File: src/hw/rtl/assert_macros.svh
`ifndef ASSERT_MACROS_SVH
`define ASSERT_MACROS_SVH

// property checked on every rising edge outside reset
`define PEW_ASSERT(lbl, clk, rst_n, prop, msg) \
  lbl: assert property (@(posedge clk) disable iff (!rst_n) (prop)) else $error(msg);

// property checked on every rising edge, reset included
`define PEW_ASSERT_ALWAYS(lbl, clk, prop, msg) \
  lbl: assert property (@(posedge clk) (prop)) else $error(msg);

`endif

File: src/hw/rtl/pew_pkg.sv
package pew_pkg;

  localparam int MAX_WIDTH  = 1024;
  localparam int MAX_HEIGHT = 4096;

  localparam int COL_W = $clog2(MAX_WIDTH);
  localparam int ROW_W = $clog2(MAX_HEIGHT);

  localparam int PIX_W      = 8;
  localparam int SUM_W      = 10;
  localparam int WIDTH_W    = 11;
  localparam int HEIGHT_W   = 13;
  localparam int CFG_IDX_W  = 4;
  localparam int CFG_DATA_W = 13;
  localparam int LINE_W     = 2 * PIX_W;

  localparam logic [CFG_IDX_W-1:0] REG_FRAME_WIDTH  = CFG_IDX_W'(0);
  localparam logic [CFG_IDX_W-1:0] REG_FRAME_HEIGHT = CFG_IDX_W'(1);

  localparam logic [WIDTH_W-1:0]  RESET_WIDTH  = WIDTH_W'(640);
  localparam logic [HEIGHT_W-1:0] RESET_HEIGHT = HEIGHT_W'(480);

  localparam logic [PIX_W-1:0] PIX_MAX = 8'd255;

  localparam int OQ_DEPTH = 4;
  localparam int OQ_PTR_W = $clog2(OQ_DEPTH);
  localparam int OQ_CNT_W = $clog2(OQ_DEPTH + 1);

  typedef struct packed {
    logic             valid;
    logic             emit;
    logic             last;
    logic [PIX_W-1:0] pixel;
  } pew_s1_t;

  typedef struct packed {
    logic [PIX_W-1:0] row_gradient;
    logic [PIX_W-1:0] column_gradient;
    logic [PIX_W-1:0] edge_strength;
    logic             frame_end;
  } pew_res_t;

endpackage

File: src/hw/rtl/pew_grad.sv
module pew_grad import pew_pkg::*; (
  input  logic             clk_i,
  input  pew_s1_t          s1_i,
  input  logic [PIX_W-1:0] up1_i,
  input  logic [PIX_W-1:0] up2_i,
  output logic             push_o,
  output pew_res_t         res_o
);

  // window columns, index 0 is the top row
  logic [PIX_W-1:0] left_q [3];
  logic [PIX_W-1:0] mid_q  [3];

  logic [SUM_W-1:0] top, bot, lft, rgt;
  logic [PIX_W-1:0] rg, cg;
  logic [PIX_W:0]   es;

  function automatic logic [PIX_W-1:0] abs_clamp(input logic [SUM_W-1:0] a,
                                                 input logic [SUM_W-1:0] b);
    logic [SUM_W-1:0] m;
    m = (a >= b) ? (a - b) : (b - a);
    return (m > SUM_W'(PIX_MAX)) ? PIX_MAX : m[PIX_W-1:0];
  endfunction

  always_ff @(posedge clk_i) begin
    if (s1_i.valid) begin
      left_q[0] <= mid_q[0];
      left_q[1] <= mid_q[1];
      left_q[2] <= mid_q[2];
      mid_q[0]  <= up2_i;
      mid_q[1]  <= up1_i;
      mid_q[2]  <= s1_i.pixel;
    end
  end

  always_comb begin
    top = SUM_W'(left_q[0]) + SUM_W'(mid_q[0]) + SUM_W'(up2_i);
    bot = SUM_W'(left_q[2]) + SUM_W'(mid_q[2]) + SUM_W'(s1_i.pixel);
    lft = SUM_W'(left_q[0]) + SUM_W'(left_q[1]) + SUM_W'(left_q[2]);
    rgt = SUM_W'(up2_i) + SUM_W'(up1_i) + SUM_W'(s1_i.pixel);
    rg  = abs_clamp(bot, top);
    cg  = abs_clamp(rgt, lft);
    es  = {1'b0, rg} + {1'b0, cg};
  end

  assign push_o                = s1_i.valid & s1_i.emit;
  assign res_o.row_gradient    = rg;
  assign res_o.column_gradient = cg;
  assign res_o.edge_strength   = es[PIX_W] ? PIX_MAX : es[PIX_W-1:0];
  assign res_o.frame_end       = s1_i.last;

endmodule

File: config.mk
export PLATFORM = sky130hd
export DESIGN_NAME = pew_grad
export DESIGN_NICKNAME = d
export VERILOG_FILES = /design/src/hw/rtl/assert_macros.svh /design/src/hw/rtl/pew_pkg.sv /design/src/hw/rtl/pew_grad.sv
export SDC_FILE = /design/constraint.sdc
export NUM_CORES = 1
export LEC_CHECK = 0
export BUFFER_PORTS_ARGS = -buffer_cell sky130_fd_sc_hd__buf_4
export CORE_MARGIN = 5
export CORE_UTILIZATION = 60
export CTS_CLUSTER_DIAMETER = 80
export DETAILED_ROUTE_END_ITERATION = 7
export HOLD_SLACK_MARGIN = 0.12
export PLACE_DENSITY_LB_ADDON = 0.15
export SYNTH_ARGS = -nofsm -noshare
export SYNTH_HDL_FRONTEND = slang
export SYNTH_SLANG_ARGS = --single-unit
File: constraint.sdc
create_clock -name clk_i -period 8.1 [get_ports clk_i]
set_input_delay 0.405 -clock clk_i [delete_from_list [all_inputs] [get_ports clk_i]]
set_output_delay 0.405 -clock clk_i [all_outputs]
set_load 0.05 [all_outputs]
==> results of run 1 <==
[routing by layer]
metal,track usage (%),routed length [microns],vias to the layer above
met2,35.7,5430,115
li1,-,-,1943
met1,27.6,4930,1853
met4,5.94,280,0
met3,3.02,520,21
met5,0,0,-
[timing repair]
| action | CTS | global route |
|---|---|---|
| buffers inserted | 0 | 3 |
| endpoints found under the setup margin | 0 | 8 |
| gates resized for setup | 0 | 1 |
| hold buffers | 0 | 0 |
[stage by stage]
| step | area, sq um | hold slack, ps |
|---|---|---|
| finish | 6040 | 275 |
| global route | 6040 | 260 |
| CTS | 6000 | 266 |
| detailed placement | 5860 | 405 |
| global placement | 5860 | 400 |
| floorplan | 5410 | 400 |
[kinds of logic after synthesis]
kind of cell | after synthesis
AO/OA/AOI/OAI | 124
AND/OR/NAND/NOR | 91
buffers and inverters | 114
multiplexers | 11
XOR/XNOR | 43
flip-flops | 48
adder cells (fa/ha/maj) | 115
[critical path: cells and delay by family (launching register included)]
kind | cells | cell delay [ps]
flops | 1 | 340
simple gates | 10 | 1970
buf+inv | 4 | 490
fa+ha+maj | 5 | 1890
compound gates | 11 | 2110
[state kept, by name, summed over array words and instances, names as in the netlist]
signal	flops
mid_q	24
left_q	24
[synth_stat cells (all sizes together), types with 12 or more instances]
cell	count	share of area [%]
o21ai	20	1.9
a21o	25	3.5
edfxtp	48	27
nor2	12	0.83
xor2	21	3.4
a21oi	37	3.4
xnor2	22	3.7
nand3	13	1.2
fa	41	15
ha	74	17
nand2	35	2.4
inv	104	7.2
[layout make-up]
cell class | count | area share [%]
flip-flops and latches | 48 | 23.9
inverters | 104 | 6.46
repair buffers | 54 | 6.92
clock buffers | 5 | 1.14
multi-input cells | 384 | 58.3
well taps | 108 | 2.24
clock inverters | 3 | 1.14
[worst paths after layout]
check	start	to	slack, ps	depth (start not counted)
min	up1_i[1]	mid_q[0][9]	270	1
max	left_q[0][17]	res_o[3]	570	30
min reg2reg	mid_q[0][8]	left_q[0][8]	430	0
max reg2reg	mid_q[0][16]	left_q[0][16]	7420	0
==> results.md, run 1 <==
* Total negative slack at 0 ps
* Synth Area in XOR/XNOR at 7.10%
* Global route overflow at 0
* DRT Pass-1 Iters at 5
* Most frequent cells in the layout: inv_1, ha_1, buf_4
* Area occupied by multi-input gates at 0.00352 sq mm
* Largest stage delay, worst path at 520 ps
* # setup viols final at 0
* Filler instances at 668
* Setup WS pre-CTS at 475 ps
* Die Wd at 105 microns
* Gr usage total at 20.9%
* Clock latency on the worst-skew pair at 310 ps
* Ys flop type: edfxtp_1
* I/O pin count at 54
* Final period util at 93.0%
* Simple-gate area share of the yosys netlist at 8.28%
* Status: finished clean
* Final min period at 7530 ps
* Wirelength per Cell at 15.8 microns
* Endpoint type of the worst setup path: output pin
* Gpl congestion at 0.924
* Critical path arrival at 7130 ps
* Compound-Gate Fraction of Synth Area at 15.2%
* Fin nets at 740
* HP Class: input pin to flop
* Number of synthesized flops with an enable pin at 48
* CTS clock-pin slew for the worst setup and hold paths at 100 ps
* Flops & latches, synth at 48
* Reg area at 0.00144 sq mm
* Sequential share of the synthesized area at 26.7%
* TritonCTS Buffers at 5
* # DRC at 0
* FMAX at 133 MHz
* Vias in the first global route at 4,080
* Worst path slowest cell: fa_1
* Setup WS post-layout at 568 ps
* Commonest non-fill, non-tap cell in the layout: inv_1
* Max_cap viols at 0
* CTS Root Buffer Type: clkbuf_8
* WP data required at 7700 ps
* Core area at 0.00876 sq mm
* Area growth, synth to finish at 11.7%
* Syn_nets at 689
* Max Root-Sink Buffers at 2
* WL final at 11.2 mm
* Slew @ Worst Pin at 684 ps
* Syn Area/Cell at 9.90 sq um
* Core Rows at 34
* RSZ-0062 raised after global routing: no
* Synth Cell Area at 0.00541 sq mm
* Layout Utilization at 68.9%
* CP max FO at 10
* Synth Area in Adders at 32.3%
* Largest family of logic cells by synthesized area: adder cells
* Die area at 0.0110 sq mm
* Crit path top cell by count: ha_1
* WS Path Type: flop to output pin
* Unique cell type count in the Yosys netlist at 47
* Vias at 3,932
* Final slew viol count at 0
* Vias per cell at 5.57
* Inserted Diodes at 0
* Clock Sinks at 48
* First-pass GRT wire length at 19.0 mm
* Synthesized instance count at 546
* Largest net degree at the start of global routing at 50
* H-tree levels at 2
* Inst Count DP at 695
* Mux cell area share after synthesis at 2.04%
* Startpoint type of the worst setup path: flop
* Port buffer count at 51
* Max_slew headroom at 54.4%
* Drt first-iter violations at 186
* Final std cells w/o fill at 706
* Synth async-reset ratio at 0%
* Initial antenna violation count at 0
* Share of layout cells above drive strength 1 at 11.5%
* Antenna-violating nets left at 0
* Clock skew at 7.46 ps
* Fin. Hold Viols at 0
* Ys Warns at 0
* Die height at 105 microns
* TritonCTS clock tree: built
* Initial Utilization at 61.7%
* DP HPWL at 9.56 mm
Power of run 1 is not shown: default switching activity piles up to over one toggle a cycle in this logic, so the estimate is an artifact.
==> inputs of run 2 (changes only) <==
Settings changed: CORE_UTILIZATION 60 to 40.
==> run 2 against run 1 <==
Flip-flop and latch count is the same. Critical path depth grew 2. Final cell count grew 9.8%. Final area grew 1.7%. Wire length grew 8.7%. Setup slack lost 62 ps. Die area grew 45%. Critical path type unchanged. Largest cell class unchanged.
==> results.md, run 2 (same netlist as run 1, synthesis figures left out) <==
* Hold-fix buffers at CTS at 0
* Gr usage total at 15.2%
* GR met1 Demand/Resource at 20.8%
* Filler instances at 1,270
* Vias per cell at 5.01
* Die area at 0.0159 sq mm
* CTS Root Buffer Type: clkbuf_16
* I/O pin count at 54
* Most frequent cells in the layout: inv_1, ha_1, buf_4
* Commonest non-fill, non-tap cell in the layout: inv_1
* # setup viols final at 0
* Drt first-iter violations at 204
* WS Path Type: flop to output pin
* Fin. Hold Viols at 0
* Met2 Track Usage GR at 25.4%
* Wirelength per Cell at 15.7 microns
* Largest stage delay, worst path at 530 ps
* Clock skew at 3.54 ps
* Max_cap viols at 0
* Worst flop-to-flop path endpoint: left_q[0][22]
* Worst path slowest cell: nor4_1
* Global route overflow at 0
* CP max FO at 9
* RSZ-0062 raised after global routing: no
* WP data required at 7700 ps
* Core Rows at 42
* First-pass GRT wire length at 19.6 mm
* Share of layout cells above drive strength 1 at 11.4%
* Vias at 3,880
* Slew @ Worst Pin at 615 ps
* Die Wd at 126 microns
* Clock latency on the worst-skew pair at 280 ps
* TritonCTS Buffers at 5
* GR Util met3 at 3.01%
* Inst Count DP at 764
* Die height at 126 microns
* DP HPWL at 10.4 mm
* Placed Instance Area at 0.00596 sq mm
* R2r setup slk at 7410 ps
* CTS clock-pin slew for the worst setup and hold paths at 60 ps
* HP Class: input pin to flop
* Worst Hold Launch: up1_i[5]
* Status: finished clean
* Inserted Diodes at 0
* Reg2Reg Depth at 0
* # DRC at 0
* Max_slew headroom at 59.0%
* Hold path endpoint: mid_q[0][13]
* Final period util at 93.8%
* TritonCTS clock tree: built
* Clock Sinks at 48
* Biggest regs: left_q: 24 flops, mid_q: 24 flops
* H-tree levels at 2
* Fin nets at 741
* Area growth, synth to finish at 13.7%
* Max Root-Sink Buffers at 2
* Initial antenna violation count at 0
* Antenna-violating nets left at 0
* Vias in the first global route at 3,877
* WL final at 12.1 mm
* Final slew viol count at 0
* Post-route cell area at 0.00615 sq mm
* Gr busiest metal: met2
* Largest net degree at the start of global routing at 50
* Startpoint type of the worst setup path: flop
* Port buffer count at 51
* Worst Hold Depth at 1
* DRT Pass-1 Iters at 4
* Core area at 0.0132 sq mm
* Endpoint type of the worst setup path: output pin
* FMAX at 132 MHz
* Initial Utilization at 40.8%
* Final std cells w/o fill at 775
* Worst r2r src: mid_q[0][22]
* Final min period at 7590 ps
* Gpl congestion at 0.844
* Total negative slack at 0 ps
* Critical path arrival at 7190 ps
[run 2: worst max path at each step]
stage | startpoint | endpoint | slack (ps)
global placement | s1_i[1] | res_o[3] | 700
finish | mid_q[0][17] | res_o[3] | 510
global route | left_q[0][1] | res_o[3] | 50
CTS | left_q[0][1] | res_o[3] | 310
detailed placement | s1_i[1] | res_o[3] | 460
floorplan | s1_i[1] | res_o[3] | 830
[run 2: stage by stage]
step                      hold WS (ps)  worst slack [ps]  utilization, %
after global routing               285              48.3            46.4
after global placement             401               703            45.0
after detailed placement           405               456            45.0
after floorplan                    400               835               -
after CTS                          291               308            46.2
final                              300               506            46.4
[run 2: layout make-up]
type	count	area [sq um]	area share (%)
inverter	104	390	6.35
timing repair buffer	55	413	6.72
tap	176	220	3.58
sequential	48	1440	23.4
clock inverter	3	37.5	0.611
clock buffer	5	125	2.04
multi-input combinational	384	3520	57.3
[run 2: repair_timing]
item | 4_1_cts | 5_1_grt
endpoints found under the setup margin | 0 | 8
gates resized for setup | 0 | 1
setup buffers | 0 | 3
[run 2: metal layers]
| layer | up-vias | wire length, microns |
|---|---|---|
| li1 | 1947 | - |
| met1 | 1827 | 5670 |
| met2 | 93 | 5750 |
| met3 | 13 | 524 |
| met4 | 0 | 192 |
| met5 | - | 0 |
[run 2: worst max-delay path: cells and delay by family (launching register included)]
family	cells	cell delay, ps
adders and majority gates	6	1870
buffers and inverters	5	570
AOI/OAI and AO/OA	11	2170
DFF	1	370
and+or+nand+nor	10	1920
Power of run 2 is left out for the same reason.
==> inputs of run 3 (changes only) <==
Settings changed: PLACE_DENSITY set to 0.68, PLACE_DENSITY_LB_ADDON 0.15 to not set.
==> run 3 against run 2 <==
Sequential share of layout area about the same. Wire length down 2.3%. Setup slack improved by 67 ps. Register-to-register slack is essentially flat. Global-route usage shrank 0.25 points. Flip-flop and latch count stayed put. First-iteration DRC count is 28% higher. Hold slack lost 1.4 ps. Critical endpoint unchanged.
==> results.md, run 3 (same netlist as run 1, synthesis figures left out) <==
* Status: finished clean
* Most frequent cells in the layout: inv_1, ha_1, buf_4
* RSZ-0062 raised after global routing: no
* WS Path Type: flop to output pin
* # DRC at 0
* Initial Utilization at 40.8%
* H-tree levels at 2
* WP data required at 7700 ps
* Clock Sinks at 48
* Hold-fix buffers at CTS at 0
* CP max FO at 9
* CTS clock-pin slew for the worst setup and hold paths at 70 ps
* Drt first-iter violations at 262
* Antenna-violating nets left at 0
* Total negative slack at 0 ps
* HP Class: input pin to flop
* Port buffer count at 51
* Setup WS pre-CTS at 304 ps
* Gr usage total at 14.9%
* Clock skew at 7.66 ps
* Fin nets at 742
* Fin. Hold Viols at 0
* R2r setup slk at 7410 ps
* Max Root-Sink Buffers at 2
* Area growth, synth to finish at 13.9%
* Max_slew headroom at 58.4%
* WHS at 299 ps
* Biggest regs: left_q: 24 flops, mid_q: 24 flops
* FMAX at 133 MHz
* I/O pin count at 54
* Wirelength per Cell at 15.3 microns
* Vias per cell at 5.03
* Filler instances at 1,257
* Slew @ Worst Pin at 623 ps
* DP HPWL at 10.2 mm
* Largest stage delay, worst path at 530 ps
* DRT Pass-1 Iters at 4
* CTS Root Buffer Type: clkbuf_16
* Core area at 0.0132 sq mm
* Worst path slowest cell: fa_1
* Core Rows at 42
* WL final at 11.9 mm
* Final period util at 92.9%
* Final min period at 7530 ps
* Initial antenna violation count at 0
* Die area at 0.0159 sq mm
* Share of layout cells above drive strength 1 at 11.7%
* Inserted Diodes at 0
* Largest net degree at the start of global routing at 50
* Die Wd at 126 microns
* # setup viols final at 0
* Final slew viol count at 0
* Setup WS post-layout at 573 ps
* Clock latency on the worst-skew pair at 290 ps
* Die height at 126 microns
* Critical path arrival at 7120 ps
* Vias at 3,905
* First-pass GRT wire length at 19.6 mm
* Startpoint type of the worst setup path: flop
* TritonCTS clock tree: built
* Endpoint type of the worst setup path: output pin
* Global route overflow at 0
* Commonest non-fill, non-tap cell in the layout: inv_1
* Vias in the first global route at 3,955
* TritonCTS Buffers at 5
* Max_cap viols at 0
* Gpl congestion at 0.877
* Layout Utilization at 46.5%
## run 3: through the flow
| step | instances | cell area (sq um) |
|---|---|---|
| floorplan | 546 | 5410 |
| global placement | 764 | 5960 |
| detailed placement | 764 | 5960 |
| CTS | 772 | 6120 |
| global route | 776 | 6160 |
| finish | 776 | 6160 |
## run 3: timing repair
item	4_1_cts	5_1_grt
setup endpoints to repair	0	8
resized for setup	0	1
setup buffers	0	4
## run 3: critical path: cells and delay by family (launching register included)
| family | cells | cell delay [ps] |
|---|---|---|
| AO/OA/AOI/OAI | 11 | 2130 |
| adder cells (fa/ha/maj) | 6 | 1910 |
| buffers and inverters | 5 | 610 |
| AND/OR/NAND/NOR | 10 | 1850 |
| flip-flops | 1 | 340 |
## run 3: final timing paths
path	start	endpoint	cells after the start
max reg2reg	mid_q[0][17]	left_q[0][17]	0
min	s1_i[1]	mid_q[0][17]	1
min reg2reg	mid_q[0][11]	left_q[0][11]	0
max	left_q[0][17]	res_o[3]	32
## run 3: final cells by class
type | count | area, sq um | area share [%]
multi-input combinational | 384 | 3520 | 57.1
timing repair buffer | 56 | 420 | 6.83
tap | 176 | 220 | 3.58
inverter | 104 | 390 | 6.34
clock inverter | 3 | 42.5 | 0.691
sequential | 48 | 1440 | 23.4
clock buffer | 5 | 125 | 2.03
## run 3: layer usage
| layer | part of all wire [%] | GRT usage [%] | routed length (microns) | up-vias |
|---|---|---|---|---|
| met1 | 48 | 21.3 | 5660 | 1852 |
| met5 | 0 | 0 | 0 | - |
| met2 | 45 | 24.1 | 5370 | 101 |
| met3 | 5.3 | 2.84 | 625 | 8 |
| met4 | 1.7 | 2.52 | 202 | 0 |
| li1 | - | - | - | 1944 |
Power of run 3 is left out for the same reason.
