--- config.mk ---
export PLATFORM = sky130hd
export DESIGN_NAME = pew_out_fifo
export DESIGN_NICKNAME = d
export VERILOG_FILES = /design/src/hw/rtl/assert_macros.svh /design/src/hw/rtl/pew_pkg.sv /design/src/hw/rtl/pew_out_fifo.sv
export SDC_FILE = /design/constraint.sdc
export NUM_CORES = 1
export LEC_CHECK = 0
export BUFFER_PORTS_ARGS = -buffer_cell sky130_fd_sc_hd__buf_4
export CAP_MARGIN = 20
export CELL_PAD_IN_SITES_DETAIL_PLACEMENT = 2
export CELL_PAD_IN_SITES_GLOBAL_PLACEMENT = 2
export CORE_ASPECT_RATIO = 1.5
export CORE_MARGIN = 2
export CORE_UTILIZATION = 44
export DETAILED_ROUTE_END_ITERATION = 6
export PLACE_DENSITY = 0.75
export SYNTH_ARGS = -nofsm -noshare
export SYNTH_HDL_FRONTEND = slang
export SYNTH_SLANG_ARGS = --single-unit
--- constraint.sdc ---
create_clock -name clk_i -period 2.6 [get_ports clk_i]
set_clock_uncertainty 0.15 [all_clocks]
set_input_delay 0.52 -clock clk_i [delete_from_list [all_inputs] [get_ports clk_i]]
set_output_delay 0.52 -clock clk_i [all_outputs]
set_load 0.1 [all_outputs]
--- src/hw/rtl/assert_macros.svh ---
`ifndef ASSERT_MACROS_SVH
`define ASSERT_MACROS_SVH

// property checked on every rising edge outside reset
`define PEW_ASSERT(lbl, clk, rst_n, prop, msg) \
  lbl: assert property (@(posedge clk) disable iff (!rst_n) (prop)) else $error(msg);

// property checked on every rising edge, reset included
`define PEW_ASSERT_ALWAYS(lbl, clk, prop, msg) \
  lbl: assert property (@(posedge clk) (prop)) else $error(msg);

`endif

--- src/hw/rtl/pew_pkg.sv ---
package pew_pkg;

  localparam int MAX_WIDTH  = 1024;
  localparam int MAX_HEIGHT = 4096;

  localparam int COL_W = $clog2(MAX_WIDTH);
  localparam int ROW_W = $clog2(MAX_HEIGHT);

  localparam int PIX_W      = 8;
  localparam int SUM_W      = 10;
  localparam int WIDTH_W    = 11;
  localparam int HEIGHT_W   = 13;
  localparam int CFG_IDX_W  = 4;
  localparam int CFG_DATA_W = 13;
  localparam int LINE_W     = 2 * PIX_W;

  localparam logic [CFG_IDX_W-1:0] REG_FRAME_WIDTH  = CFG_IDX_W'(0);
  localparam logic [CFG_IDX_W-1:0] REG_FRAME_HEIGHT = CFG_IDX_W'(1);

  localparam logic [WIDTH_W-1:0]  RESET_WIDTH  = WIDTH_W'(640);
  localparam logic [HEIGHT_W-1:0] RESET_HEIGHT = HEIGHT_W'(480);

  localparam logic [PIX_W-1:0] PIX_MAX = 8'd255;

  localparam int OQ_DEPTH = 4;
  localparam int OQ_PTR_W = $clog2(OQ_DEPTH);
  localparam int OQ_CNT_W = $clog2(OQ_DEPTH + 1);

  typedef struct packed {
    logic             valid;
    logic             emit;
    logic             last;
    logic [PIX_W-1:0] pixel;
  } pew_s1_t;

  typedef struct packed {
    logic [PIX_W-1:0] row_gradient;
    logic [PIX_W-1:0] column_gradient;
    logic [PIX_W-1:0] edge_strength;
    logic             frame_end;
  } pew_res_t;

endpackage

--- src/hw/rtl/pew_out_fifo.sv ---
module pew_out_fifo import pew_pkg::*; (
  input  logic                clk_i,
  input  logic                rst_ni,
  input  logic                push_i,
  input  pew_res_t            data_i,
  output logic                valid_o,
  input  logic                stall_i,
  output pew_res_t            data_o,
  output logic [OQ_CNT_W-1:0] count_o
);

  pew_res_t mem [OQ_DEPTH];

  logic [OQ_PTR_W-1:0] head_q, head_d;
  logic [OQ_PTR_W-1:0] tail_q, tail_d;
  logic [OQ_CNT_W-1:0] cnt_q, cnt_d;
  logic                pop;

  assign valid_o = (cnt_q != '0);
  assign pop     = valid_o & ~stall_i;

  always_comb begin
    head_d = head_q;
    tail_d = tail_q;
    cnt_d  = cnt_q;
    if (push_i) begin
      tail_d = tail_q + OQ_PTR_W'(1);
    end
    if (pop) begin
      head_d = head_q + OQ_PTR_W'(1);
    end
    if (push_i && !pop) begin
      cnt_d = cnt_q + OQ_CNT_W'(1);
    end else if (pop && !push_i) begin
      cnt_d = cnt_q - OQ_CNT_W'(1);
    end
  end

  always_ff @(posedge clk_i or negedge rst_ni) begin
    if (!rst_ni) begin
      head_q <= '0;
      tail_q <= '0;
      cnt_q  <= '0;
    end else begin
      head_q <= head_d;
      tail_q <= tail_d;
      cnt_q  <= cnt_d;
    end
  end

  always_ff @(posedge clk_i) begin
    if (push_i) begin
      mem[tail_q] <= data_i;
    end
  end

  assign data_o  = mem[head_q];
  assign count_o = cnt_q;

endmodule

==> results of run 1 <==
through the flow:
stage                     setup slack (ns)  utilization [%]  instance area (µm²)  instances  hold slack [ns]
after floorplan                     0.0108                -                 4050        165           0.0744
after global placement               0.406             51.9                 4610        332            0.190
after detailed placement             0.349             51.9                 4610        332            0.189
after CTS                           0.0274             55.4                 4920        349            0.205
after global routing               0.00287             55.4                 4920        349            0.213
final                               0.0689             55.4                 4920        349            0.217
worst max-delay path: stages, from the launching register on:
cell and delay, ns:
dfrtp_2 0.40, buf_12 0.24, mux4_1 0.61, buf_4 0.26
worst max-delay path by stage:
stage	end	start	slack [ns]
4_1_cts	data_o[18]	head_q[0]	0.03
5_1_grt	data_o[24]	head_q[0]	0.003
2_1_floorplan	count_o[1]	count_o[2]	0.01
3_5_place_dp	count_o[2]	count_o[0]	0.35
3_3_place_gp	data_o[21]	head_q[0]	0.41
6_report	data_o[18]	head_q[0]	0.07
cell type report:
class                   count  area, µm²
repair buffers             64        495
clock buffers               9        225
flip-flops and latches    107       3180
clock inverters             7       76.3
multi-input cells          48        792
inverters                   4       15.0
well taps                 110        138
fillers                   726       3960
placed cells by master (no fill, tap or decap), drive strengths merged:
cell type    synthesis  layout
and2                 4       4
mux4                25      25
xnor2                2       2
mux2                 1       1
inv                  4       6
dfrtp                7       7
clkinvlp             0       1
clkbuf               0       9
fa                   1       1
nand2                1       1
ha                   5       5
bufinv               0       1
buf                  6      63
xor2                 4       4
clkinv               0       3
or2                  1       1
dlygate4sd3          0       1
o21ai                1       1
nor3b                1       1
edfxtp             100     100
nor3                 1       1
nor2                 1       1
cells by family (layout without fill, tap and decap cells):
group	Yosys count	after routing
xor+xnor	6	6
compound gates	1	1
buf+inv	10	84
mux	26	26
simple gates	9	9
fa+ha+maj	6	6
flops	107	107
metal layers:
metal / share of wire [%] / up-vias / routed length (µm)
met5: 0 / - / 0
met4: 1.4 / 0 / 117
met3: 4.3 / 10 / 369
met2: 55 / 52 / 4730
met1: 40 / 994 / 3410
li1: - / 821 / -
timing repair:
action | 4_1_cts | 5_1_grt
endpoints found under the hold margin | 7 | 0
resized for setup | 0 | 0
hold buffers | 1 | 0
flip-flops by register name (all words and copies together) (netlist names):
name / cells
mem: 100
tail_q: 2
count_o: 3
head_q: 2
==> flow_metrics.tcl, run 1 <==
set metrics [dict create \
    outcome "completed" \
    antenna_found_initial 0 \
    cts_root_buf "clkbuf_16" \
    post_cts_buffers 0 \
    tns_ns 0 \
    max_freq_mhz 395 \
    synth_top_cell_area_share_pct 74.1 \
    h-tree-depth 3 \
    yosys.area_share.simple_pct 1.27 \
    crit_fanout 25 \
    syn-mean-instance-area_um2 24.6 \
    grtUsageMet2_pct 33.4 \
    grt_pass1_vias 2169 \
    grt_busiest_layer "met2" \
    die_w_um 82.4 \
    async_reset_ff_share_pct 6.54 \
    synth_fa_ha_area_share_pct 2.04 \
    overflow 0 \
    max_cap_viol_count 0 \
    syn_area_mm2 0.00405 \
    synth_edf_count 100 \
    cts-buffers-inserted 9 \
    r2r-start "count_o[0]" \
    synthMuxAreaShare_pct 14.8 \
    grt.met1_usage_pct 23.5 \
    drive_gt1_share_pct 42.3 \
    arrival_ns 1.86 \
    synth_area_leaders "edfxtp_1 74%, mux4_2 10%, mux4_1 4.5%, dfrtp_1 4.3%, ha_1 1.5%" \
    timing.final.hold_violations 0 \
    worstMarginPinSlew_ns 0.399 \
    clkSinkCount 107 \
    vias 1877 \
    top_level_ports 58 \
    synth_fp_nets 200 \
    placementRows 42 \
    holdPathStages 1 \
    grt_use_met3_pct 4.17 \
    crit_path_start_kind "register" \
    wl_mm 8.63 \
    clockBufferDepth 2 \
    start_util_pct 45.6 \
    rsz0062_at_grt "no" \
    postRouteAntennaNets 0 \
    synth-main-ff-cell "edfxtp_1" \
    path_class "reg -> out" \
    firstDrtPassIters 6 \
    netlist_instances 165 \
    ys_ff_latch 107 \
    required_ns 1.93 \
    yosysSeqAreaShare_pct 78.4 \
    via_per_inst 5.38 \
    drc 0 \
    synth_xor_area_share_pct 1.30 \
    avgRoutedWirePerCell_um 24.7 \
    cts_tree "done" \
    synth_compound_area_share_pct 0.124 \
    dieArea_mm2 0.0100 \
    port_buffers 57 \
    coreArea_mm2 0.00888 \
    dp_hpwl_mm 5.51 \
    diodes 0 \
    min_period_ns 2.53 \
    drtIter0Drc 111 \
    clk_latency_ns 0.34 \
    reg2reg_slack_ns 0.36 \
    yosys-top-cells-count "100 x edfxtp_1, 18 x mux4_2, 7 x dfrtp_1, 7 x mux4_1, 5 x ha_1" \
    reg2reg_to "count_o[2]" \
    hold_path.startpoint "data_i[0]" \
    max_slew_margin_pct 73.4 \
    synth_top_family_by_area "multiplexers" \
    post-synth-top-count-cell "edfxtp_1" \
    synth_largest_area_cell "edfxtp_1" \
    slew_violations 0 \
    clkSlewWorstSetupHoldPaths_ns 0.08 \
    setup_viol 0 \
    hold_class "in -> reg" \
    synth_cell_types 20 \
    end_kind "primary output" \
    reg2regPathDepth 8 \
    place.gp.congestion 0.688 \
    die_h_um 122 \
    grt_pass1_wl_mm 13.1 \
    finalCritPeriodShare_pct 97.3 \
    grt_max_degree 27 \
    ys_warn_count 0 \
    grt_usage_pct 19.3 \
    areaGrowthSynthToFinish_pct 21.5 \
    nets 269 \
    whs_endpoint "mem[0][0]" \
]
Power of run 1 is left out: the tool's default activity adds up to more than one toggle a clock period on the data nets, which glitch-free logic cannot reach.
==> run 2, diff against run 1 <==
--- a/config.mk
+++ b/config.mk
@@ -6,14 +6,14 @@
 export NUM_CORES = 1
 export LEC_CHECK = 0
 export BUFFER_PORTS_ARGS = -buffer_cell sky130_fd_sc_hd__buf_4
-export CAP_MARGIN = 20
+export CAP_MARGIN = 30
 export CELL_PAD_IN_SITES_DETAIL_PLACEMENT = 2
 export CELL_PAD_IN_SITES_GLOBAL_PLACEMENT = 2
 export CORE_ASPECT_RATIO = 1.5
 export CORE_MARGIN = 2
 export CORE_UTILIZATION = 44
 export DETAILED_ROUTE_END_ITERATION = 6
-export PLACE_DENSITY = 0.75
+export PLACE_DENSITY = 0.88
 export SYNTH_ARGS = -nofsm -noshare
 export SYNTH_HDL_FRONTEND = slang
 export SYNTH_SLANG_ARGS = --single-unit
==> run 2 against run 1 <==
First-iteration DRC count down 27%. Critical path depth did not move. Sequential share of layout area decreased by 0.67 points. Non-clock buffer count increased by 6. Critical path type unchanged. Die area unchanged. Hold slack better by 0.011 ns. Clock-buffer cell count stayed put. Highest routed layer unchanged. Design area up 1.0%. Core utilization increased by 0.58 points. Register-to-register slack lost 0.12 ns.
==> flow_metrics.tcl, run 2 (synthesized netlist as in run 1, its figures left out) <==
set metrics [dict create \
    outcome "completed" \
    diodes 0 \
    placementRows 42 \
    finalCritPeriodShare_pct 95.3 \
    place.gp.congestion 0.674 \
    vias 1891 \
    grt_pass1_vias 2142 \
    cpPeakStageDelay_ns 0.61 \
    avgRoutedWirePerCell_um 25.1 \
    grt_max_degree 27 \
    crit_buf_inv 2 \
    r2r-start "count_o[0]" \
    top_register "mem" \
    grt_busiest_layer "met2" \
    placed_cells 336 \
    rsz0062_at_grt "no" \
    path_delay_family "multiplexers" \
    start_util_pct 45.6 \
    grt_use_met3_pct 4.54 \
    grt.met1_usage_pct 25.5 \
    h-tree-depth 3 \
    reg2reg_slack_ns 0.24 \
    drive_gt1_share_pct 44.1 \
    cp_cell_sequence "buf_12, mux4_1, buf_4" \
    coreArea_mm2 0.00888 \
    clkSlewWorstSetupHoldPaths_ns 0.07 \
    top_level_ports 58 \
    port_buffers 57 \
    tns_ns 0 \
    reg2regPathDepth 8 \
    grt_pass1_wl_mm 13.4 \
    clkSinkCount 107 \
    crit_path_start_kind "register" \
    largest_reg_flops 100 \
    clk_latency_ns 0.34 \
    hold_class "in -> reg" \
    setup_viol 0 \
    grt_usage_pct 19.8 \
    timing.final.hold_violations 0 \
    via_per_inst 5.33 \
    overflow 0 \
    dieArea_mm2 0.0100 \
    path_class "reg -> out" \
    firstDrtPassIters 6 \
    holdPathStages 1 \
    antenna_found_initial 0 \
    grtUsageMet2_pct 32.6 \
    max_cap_viol_count 0 \
    wl_mm 8.90 \
    areaGrowthSynthToFinish_pct 22.8 \
    drtIter0Drc 81 \
    postRouteAntennaNets 0 \
    arrival_ns 1.81 \
    cts-buffers-inserted 9 \
    min_period_ns 2.48 \
    startpoint "head_q[0]" \
    layout_common_cells "100 x edfxtp_1, 68 x buf_4, 18 x mux4_2, 9 x clkbuf_16, 7 x mux4_1" \
    required_ns 1.93 \
    drc 0 \
    crit_fanout 20 \
    slew_violations 0 \
    cp_num_cells 3 \
    die_w_um 82.4 \
    worstMarginPinSlew_ns 0.417 \
    hold_path.startpoint "data_i[13]" \
    cts_root_buf "clkbuf_16" \
    fillCellCount 737 \
    mostFrequentLayoutCell "edfxtp_1" \
    dp_hpwl_mm 5.79 \
    critical-path-slowest-cell "mux4_1" \
    die_h_um 122 \
    post_cts_resized 0 \
    nets 275 \
    end_kind "primary output" \
    max_slew_margin_pct 72.0 \
    clockBufferDepth 2 \
    stdcell_count 355 \
    max_freq_mhz 403 \
    cts_tree "done" \
]
run 2: per-stage QoR:
| stage | utilization (%) | area [µm²] | hold slack (ns) | worst slack, ns |
|---|---|---|---|---|
| floorplan | - | 4050 | 0.0744 | 0.0108 |
| finish | 56.0 | 4970 | 0.227 | 0.121 |
| CTS | 56.0 | 4970 | 0.214 | 0.0678 |
| detailed placement | 52.3 | 4640 | 0.193 | 0.244 |
| global route | 56.0 | 4970 | 0.214 | 0.0438 |
| global placement | 52.3 | 4640 | 0.191 | 0.317 |
run 2: layout make-up:
| class | count | area [µm²] | area share (%) |
|---|---|---|---|
| inverter | 4 | 15.0 | 0.302 |
| multi-input combinational | 48 | 792 | 15.9 |
| sequential | 107 | 3180 | 64.0 |
| tap | 110 | 138 | 2.77 |
| timing repair buffer | 70 | 541 | 10.9 |
| clock buffer | 9 | 225 | 4.53 |
| clock inverter | 7 | 82.6 | 1.66 |
run 2: what timing repair did:
action | 4_1_cts | 5_1_grt
setup endpoints to repair | 8 | 0
hold buffers | 1 | 0
hold endpoints to repair | 7 | 0
setup buffers | 2 | 0
run 2: path summary, 6_finish.rpt:
check                        endpoint
min reg2reg                count_o[2]
min in group asynchronous   tail_q[1]
min                        mem[0][13]
max in group asynchronous   head_q[0]
max reg2reg                count_o[2]
max                        data_o[19]
run 2: routing by layer:
layer / part of all wire (%) / vias to the layer above
met5: 0 / -
li1: - / 838
met2: 53 / 50
met4: 1.8 / 0
met1: 42 / 995
met3: 3.5 / 8
Power of run 2 is left out for the same reason.
==> run 3, diff against run 2 <==
--- a/config.mk
+++ b/config.mk
@@ -14,6 +14,7 @@
 export CORE_UTILIZATION = 44
 export DETAILED_ROUTE_END_ITERATION = 6
 export PLACE_DENSITY = 0.88
+export SETUP_SLACK_MARGIN = 0.3
 export SYNTH_ARGS = -nofsm -noshare
 export SYNTH_HDL_FRONTEND = slang
 export SYNTH_SLANG_ARGS = --single-unit
==> run 3 against run 2 <==
Via count shrank 1.8%. Register-to-register slack gained 0.13 ns. Die area is the same. Setup slack gained 0.087 ns. Wire length shrank 5.0%. Critical path type unchanged.
==> flow_metrics.tcl, run 3 (synthesized netlist as in run 1, its figures left out) <==
set metrics [dict create \
    outcome "completed" \
    max_cap_viol_count 0 \
    drtIter0Drc 139 \
    via_per_inst 5.20 \
    reg2regPathDepth 8 \
    grt_use_met3_pct 5.06 \
    crit_path_start_kind "register" \
    dieArea_mm2 0.0100 \
    clockBufferDepth 2 \
    coreArea_mm2 0.00888 \
    firstDrtPassIters 4 \
    dp_hpwl_mm 5.75 \
    vias 1857 \
    cts_root_buf "clkbuf_16" \
    whs_endpoint "mem[3][21]" \
    holdPathStages 1 \
    postRouteAntennaNets 0 \
    avgRoutedWirePerCell_um 23.7 \
    cts-buffers-inserted 9 \
    die_h_um 122 \
    grt_busiest_layer "met2" \
    grt_pass1_vias 2147 \
    top_register "mem" \
    max_freq_mhz 418 \
    clk_latency_ns 0.34 \
    arrival_ns 1.72 \
    finalCritPeriodShare_pct 92.0 \
    port_buffers 57 \
    nets 277 \
    grtUsageMet2_pct 32.3 \
    h-tree-depth 3 \
    tns_ns 0 \
    drc 0 \
    clkSlewWorstSetupHoldPaths_ns 0.06 \
    grt_usage_pct 19.4 \
    reg2reg_slack_ns 0.37 \
    min_period_ns 2.39 \
    place.gp.congestion 0.672 \
    clkSinkCount 107 \
    drive_gt1_share_pct 46.6 \
    slew_violations 0 \
    cts_tree "done" \
    path_class "reg -> out" \
    hold_path.startpoint "data_i[21]" \
    die_w_um 82.4 \
    areaGrowthSynthToFinish_pct 24.9 \
    diodes 0 \
    top_level_ports 58 \
    hold_class "in -> reg" \
    rsz0062_at_grt "yes" \
    overflow 0 \
    setup_viol 0 \
    grt.met1_usage_pct 24.5 \
    grt_pass1_wl_mm 13.1 \
    reg2reg_to "count_o[2]" \
    worstMarginPinSlew_ns 0.282 \
    layout_common_cells "100 x edfxtp_1, 44 x buf_4, 25 x mux4_2, 21 x buf_6, 9 x clkbuf_16" \
    start_util_pct 45.6 \
    timing.final.hold_violations 0 \
    grt_max_degree 17 \
    wl_mm 8.45 \
    mostFrequentLayoutCell "edfxtp_1" \
    placementRows 42 \
    end_kind "primary output" \
    required_ns 1.93 \
    largest_reg_flops 100 \
    crit_fanout 14 \
    r2r-start "count_o[1]" \
    max_slew_margin_pct 81.0 \
    antenna_found_initial 0 \
]
[run 3: worst max-delay path, cell delays in order, from the launching register on]
cell	delay [ns]
dfrtp_2	0.43
buf_12	0.19
mux4_2	0.55
buf_6	0.21
[run 3: final cells by class]
type | instances | area, µm²
clock buffer | 14 | 254
inverter | 4 | 15.0
clock inverter | 2 | 12.5
tap | 110 | 138
multi-input combinational | 48 | 777
fill | 727 | 3820
sequential | 107 | 3190
timing repair buffer | 72 | 677
[run 3: routing by layer]
metal  part of all wire (%)  up-vias
met2                     55       44
met3                    3.6        9
met1                     40      978
met4                    1.6        0
met5                      0        -
li1                       -      826
[run 3: what timing repair did]
action | 4_1_cts | 5_1_grt
hold endpoints to repair | 7 | 0
pin swaps | 0 | 1
resized for setup | 44 | 0
cloned | 0 | 0
hold buffers | 1 | 0
buffers inserted | 1 | 1
setup endpoints to repair | 27 | 26
[run 3: worst max path at each step]
stage,cells after the start,to,start
after floorplan,8,count_o[2],count_o[0]
after global placement,8,count_o[2],count_o[0]
after detailed placement,8,count_o[2],count_o[0]
after CTS,3,data_o[0],head_q[0]
after global routing,3,data_o[6],head_q[0]
final,3,data_o[6],head_q[0]
[run 3: through the flow]
stage	setup slack, ns	cell area, µm²	util, %	hold WS (ns)	instances
6_report	0.208	5060	57.0	0.227	357
5_1_grt	0.152	5060	57.0	0.215	357
4_1_cts	0.188	5050	56.9	0.213	356
3_5_place_dp	0.221	4650	52.4	0.193	338
3_3_place_gp	0.369	4650	52.4	0.187	338
2_1_floorplan	0.304	4060	-	0.0744	165
Power of run 3 is left out for the same reason.
